**src/hw/rtl/dfsr_pkg.sv**
```systemverilog
// ----------------------------------------------------------------------------
// dfsr_pkg
// widths, constants, word types and the restoring root step shared by the
// square root unit
// ----------------------------------------------------------------------------
package dfsr_pkg;

  // payload widths
  localparam int VALUE_W    = 32;
  localparam int INT_ROOT_W = 16;
  localparam int SCALED_W   = 33;

  // decimal places of the scaled root, clamped to the supported range
  localparam int FRACTION_DIGITS = 5;
  localparam int USED_DIGITS = (FRACTION_DIGITS > 6) ? 6 :
                               ((FRACTION_DIGITS < 0) ? 0 : FRACTION_DIGITS);

  // 10^(2d) = 5^(2d) * 2^(2d): odd factor by multiplier, the rest by shift
  localparam int unsigned FIVE_POW = 5 ** (2 * USED_DIGITS);
  localparam int ODD_W  = $clog2(FIVE_POW + 1);
  localparam int MAG_W  = VALUE_W - 1;
  localparam int PROD_W = MAG_W + ODD_W;

  // root bits produced by the cell row, one per cell
  localparam int ROOT_W    = 36;
  localparam int RAD_W     = 2 * ROOT_W;
  localparam int REM_W     = ROOT_W + 3;
  localparam int NUM_CELLS = ROOT_W;

  // one restoring root computation in flight
  typedef struct packed {
    logic [RAD_W-1:0]  rad;   // radicand bits not yet brought down
    logic [REM_W-1:0]  rem;   // partial remainder
    logic [ROOT_W-1:0] root;  // partial root
  } dfsr_lane_t;

  // word handed from cell to cell
  typedef struct packed {
    logic       neg;
    dfsr_lane_t fine;   // root of value * 10^(2d)
    dfsr_lane_t whole;  // root of value
  } dfsr_word_t;

  // bring down two radicand bits, trial subtract, one root bit out
  function automatic dfsr_lane_t dfsr_step(input dfsr_lane_t a);
    dfsr_lane_t       r;
    logic [REM_W-1:0] part;
    logic [REM_W-1:0] trial;
    begin
      part  = {a.rem[REM_W-3:0], a.rad[RAD_W-1 -: 2]};
      trial = REM_W'({a.root, 2'b01});
      r.rad = {a.rad[RAD_W-3:0], 2'b00};
      if (part >= trial) begin
        r.rem  = part - trial;
        r.root = {a.root[ROOT_W-2:0], 1'b1};
      end else begin
        r.rem  = part;
        r.root = {a.root[ROOT_W-2:0], 1'b0};
      end
      return r;
    end
  endfunction

endpackage

```
**src/hw/rtl/dfsr_cell.sv**
```systemverilog
// ----------------------------------------------------------------------------
// dfsr_cell
// one stage of the root row: one restoring step on both lanes per word
// ----------------------------------------------------------------------------
module dfsr_cell
  import dfsr_pkg::*;
(
  input  logic       clk,
  input  logic       rst,
  input  logic       up_valid,
  input  dfsr_word_t up_word,
  input  logic       down_free,
  output logic       free,
  output logic       valid,
  output dfsr_word_t word
);

  // empty, or the word held here moves on this cycle
  assign free = !valid || down_free;

  always_ff @(posedge clk) begin
    if (rst) begin
      valid <= 1'b0;
    end else if (free) begin
      valid <= up_valid;
    end
  end

  always_ff @(posedge clk) begin
    if (free && up_valid) begin
      word.neg   <= up_word.neg;
      word.fine  <= dfsr_step(up_word.fine);
      word.whole <= dfsr_step(up_word.whole);
    end
  end

endmodule

```
**config.mk**
```make
export PLATFORM = sky130hd
export DESIGN_NAME = dfsr_cell
export DESIGN_NICKNAME = d
export VERILOG_FILES = /design/src/hw/rtl/dfsr_pkg.sv /design/src/hw/rtl/dfsr_cell.sv
export SDC_FILE = /design/constraint.sdc
export NUM_CORES = 1
export LEC_CHECK = 0
export BUFFER_PORTS_ARGS = -buffer_cell sky130_fd_sc_hd__buf_4
export CORE_AREA = 2 2 231 233
export DETAILED_ROUTE_END_ITERATION = 10
export DIE_AREA = 0 0 233 235
export GPL_TIMING_DRIVEN = 0
export PLACE_DENSITY = 0.53
export REMOVE_ABC_BUFFERS = 1
export SYNTH_ARGS = -nofsm -noshare
export SYNTH_HDL_FRONTEND = slang
export SYNTH_SLANG_ARGS = --single-unit
export TNS_END_PERCENT = 5
```
**constraint.sdc**
```tcl
create_clock -name clk -period 12.1 [get_ports clk]
set_input_delay 1.21 -clock clk [delete_from_list [all_inputs] [get_ports clk]]
set_output_delay 1.21 -clock clk [all_outputs]
set_load 0.01 [all_outputs]
```
==> metrics.md <==
| Metric | Value |
|---|---|
| Max Root-Sink Buffers | `3` |
| Worst-path clk slew | `0.05 ns` |
| Fillers | `5,091` |
| Setup TNS | `0 ns` |
| Vias in the first global route | `11,200` |
| Clk_lat worst skew | `approximately 0.55 ns` |
| DP HPWL | `37.8 mm` |
| Initial DRC Count | `543` |
| Cell leakage power | `8.87 nW` |
| Max-Cap Viols | `0` |
| Vias | `around 11,000` |
| Final period utilization | `36.8%` |
| Max Fanout on Critical Path | `15` |
| CTS root buf | `clkbuf_16` |
| Drt via density | `4.54` |
| Layout net count | `2,102` |
| Power density over cell area | `142 nW/um2` |
| Routed Antenna Nets | `0` |
| Residual DRC | `0` |
| Initial antenna violation count | `4` |
| Worst VDD drop | `0.101 mV` |
| Post-Route Utilization | `39.3%` |
| Starting Density | `between 20% and 30%` |
| Die W | `approximately 230 um` |
| RSZ-0062 raised after global routing | `false` |
| Critical path class | `primary input to flip-flop` |
| Max Freq | `224 MHz` |
| Core region area | `52,200 um2` |
| Clk sinks | `292` |
| Seq cells post-synth | `292` |
| Die height | `around 240 um` |
| Final-report setup violation count | `0` |
| Post-synth EDFFs | `291` |
| Delay of the slowest critical-path stage | `0.76 ns` |
| GP Congestion | `~0.86` |
| Setup crit start kind | `primary input` |
| Total CTS buffers | `35` |
| Post-route cell area | `20,500 um2` |
| Largest net degree at the start of global routing | `approximately 70` |
| Post-synthesis sequential area ratio | `between 60% and 70%` |
| Cell Area, Placed | `19,300 um2` |
| Ys async rst share | `0%` |
| Library cells used by synthesis | `73` |
| Rows | `84` |
| Post-CTS Hold Fix Bufs | `0` |
| Slew Limit Fails | `0` |
| First-pass GRT wire length | `68.1 mm` |
| Worst-path cell chain | `buf_4, inv_1, ha_1, and3_1, and3_1, a32oi_1, o311ai_1, a41oi_1, o41ai_4, buf_6, buf_6, mux2_2` |
| Clock period minus worst slack | `about 4.5 ns` |
| PortBufs | `~590` |
| Crit. End Element | `flip-flop` |
| Number of I/O pins | `about 600` |
| Cell area after synthesis | `14,100 um2` |
| Slew margin rel. | `39.6%` |
| Multi-input logic area | `4770 um2` |
| Worst Hold Class | `flip-flop to flip-flop` |
| Routed length per instance | `19.1 um` |
| Total GRT Usage | `16.4%` |
| Cell count after synthesis | `around 1,100` |
| CP arrival | `4.73 ns` |
| Post-cts gate resize count | `0` |
| Seq. cell area | `8760 um2` |
| First-pass iteration count of the detailed router | `5` |
| Tightest Pin Transition | `0.905 ns` |
| Clock skew | `0.0282 ns` |
| Number of synthesis warnings | `0` |
| Post-CTS Setup Inserts | `0` |
| Fin. Hold Viols | `0` |
| WP data required | `roughly 12 ns` |
| Total grt overflow | `0` |
| CTS tree | `built` |
| Final wirelength | `46.6 mm` |
| Top FF cell, synth | `edfxtp_1` |
| Syn_area_per_cell | `12.4 um2` |
| Run status | `finished, final reports clean` |
| Htree depth | `2` |
| Area grow syn2layout | `45.9%` |
| Share of layout cells above drive strength 1 | `about two fifths` |
| Slowest-stage cell, CP | `o41ai_4` |
| Die area | `54,800 um2` |
==> final timing paths <==
path / endpoint / start / slack [ns] / cells past startpoint
setup / recovery: word[187] / up_word[153] / 7.64 / 12
hold / removal: valid / valid / 0.54 / 2
setup reg to reg: word[114] / valid / 9.85 / 4
hold reg to reg: valid / valid / 0.54 / 2
==> cell usage after synthesis (3+ instances only) <==
library cell / n / area, um2
nor2_1: 50 / 188
o31ai_1: 3 / 22.5
a2111oi_0: 7 / 61.3
inv_1: 99 / 372
nand2_1: 86 / 323
o2111ai_1: 4 / 35.0
o21ai_1: 6 / 30.0
a211oi_1: 6 / 45.0
nand4_1: 18 / 113
nand3b_1: 4 / 30.0
a31o_2: 3 / 26.3
ha_1: 76 / 951
a41oi_1: 3 / 26.3
buf_4: 4 / 30.0
or3_1: 6 / 37.5
nand3_1: 20 / 100
nor3_1: 13 / 65.1
o21ai_0: 72 / 360
xor2_1: 24 / 210
a21oi_1: 97 / 485
clkbuf_1: 16 / 60.1
mux2_2: 13 / 146
and3_1: 12 / 75.1
a21o_1: 34 / 255
xnor2_1: 41 / 359
and2_1: 6 / 37.5
o21a_1: 10 / 75.1
edfxtp_1: 291 / 8740
buf_2: 15 / 75.1
o31a_1: 3 / 26.3
o21bai_1: 8 / 60.1
a31oi_1: 6 / 37.5
nor2b_1: 8 / 50.1
nand2b_1: 14 / 87.6
==> stage by stage <==
step	setup WS [ns]	hold slack (ns)	total power, mW	cells
2_1_floorplan	3.37	0.593	1.57	1094
3_3_place_gp	0.115	0.497	1.87	2369
3_5_place_dp	7.10	0.537	1.85	2378
4_1_cts	7.67	0.546	2.96	2441
5_1_grt	7.37	0.583	3.05	2442
6_report	7.64	0.535	2.91	2444
==> worst max-delay path, delay by kind of cell <==
family / cells / cell delay, ns
AOI/OAI and AO/OA: 4 / 1.73
buffers and inverters: 4 / 0.60
and+or+nand+nor: 2 / 0.46
adders and majority gates: 1 / 0.38
muxes: 1 / 0.34
==> power by group <==
part	total, mW	switching (mW)	internal (mW)
combinational	0.587	0.307	0.279
clock	1.09	0.439	0.647
sequential	1.24	0.0229	1.22
==> layout make-up <==
cell class,count,share of cell area (%)
Antenna cell,3,0.0366
Clock buffer,42,4.39
Timing Repair Buffer,596,22.3
Multi-Input combinational cell,703,23.2
Clock inverter,21,1.34
Tap cell,688,4.19
Sequential cell,292,42.7
Inverter,99,1.81
==> sequential cells by signal, indices dropped and copies added (netlist names) <==
name	count
word	291
valid	1
==> routing by layer <==
metal	vias to the layer above	wire length, um	share of wire, %	global-route usage, %
met1	5236	17800	38	18.4
met2	384	23400	50	29.1
met4	4	1360	2.9	5.02
met3	67	3980	8.5	5.55
met5	-	27	0.058	0
li1	5396	-	-	-
==> kinds of logic (layout without fill, tap and decap cells) <==
logic type      Yosys count  in the layout  share of synthesized area, %
flops                   292            292                          62.2
xor+xnor                 65             65                          4.04
fa+ha+maj                76             76                          6.76
simple gates            251            251                          8.71
other cells               1              7                        0.0266
mux                      15             15                          1.18
buf+inv                 139            758                          4.07
compound gates          292            292                          13.0
==> layout by cell type (no fill, tap or decap), types with 20 or more instances in the layout <==
cell,n
edfxtp_1,291
ha_1,76
clkbuf_16,35
nand2_1,86
a21o_1,34
a21oi_1,97
o21ai_0,72
xor2_1,24
xnor2_1,41
nand3_1,20
nor2_1,50
buf_4,587
inv_1,99
No activity file was read; power rests on OpenSTA's default activity.
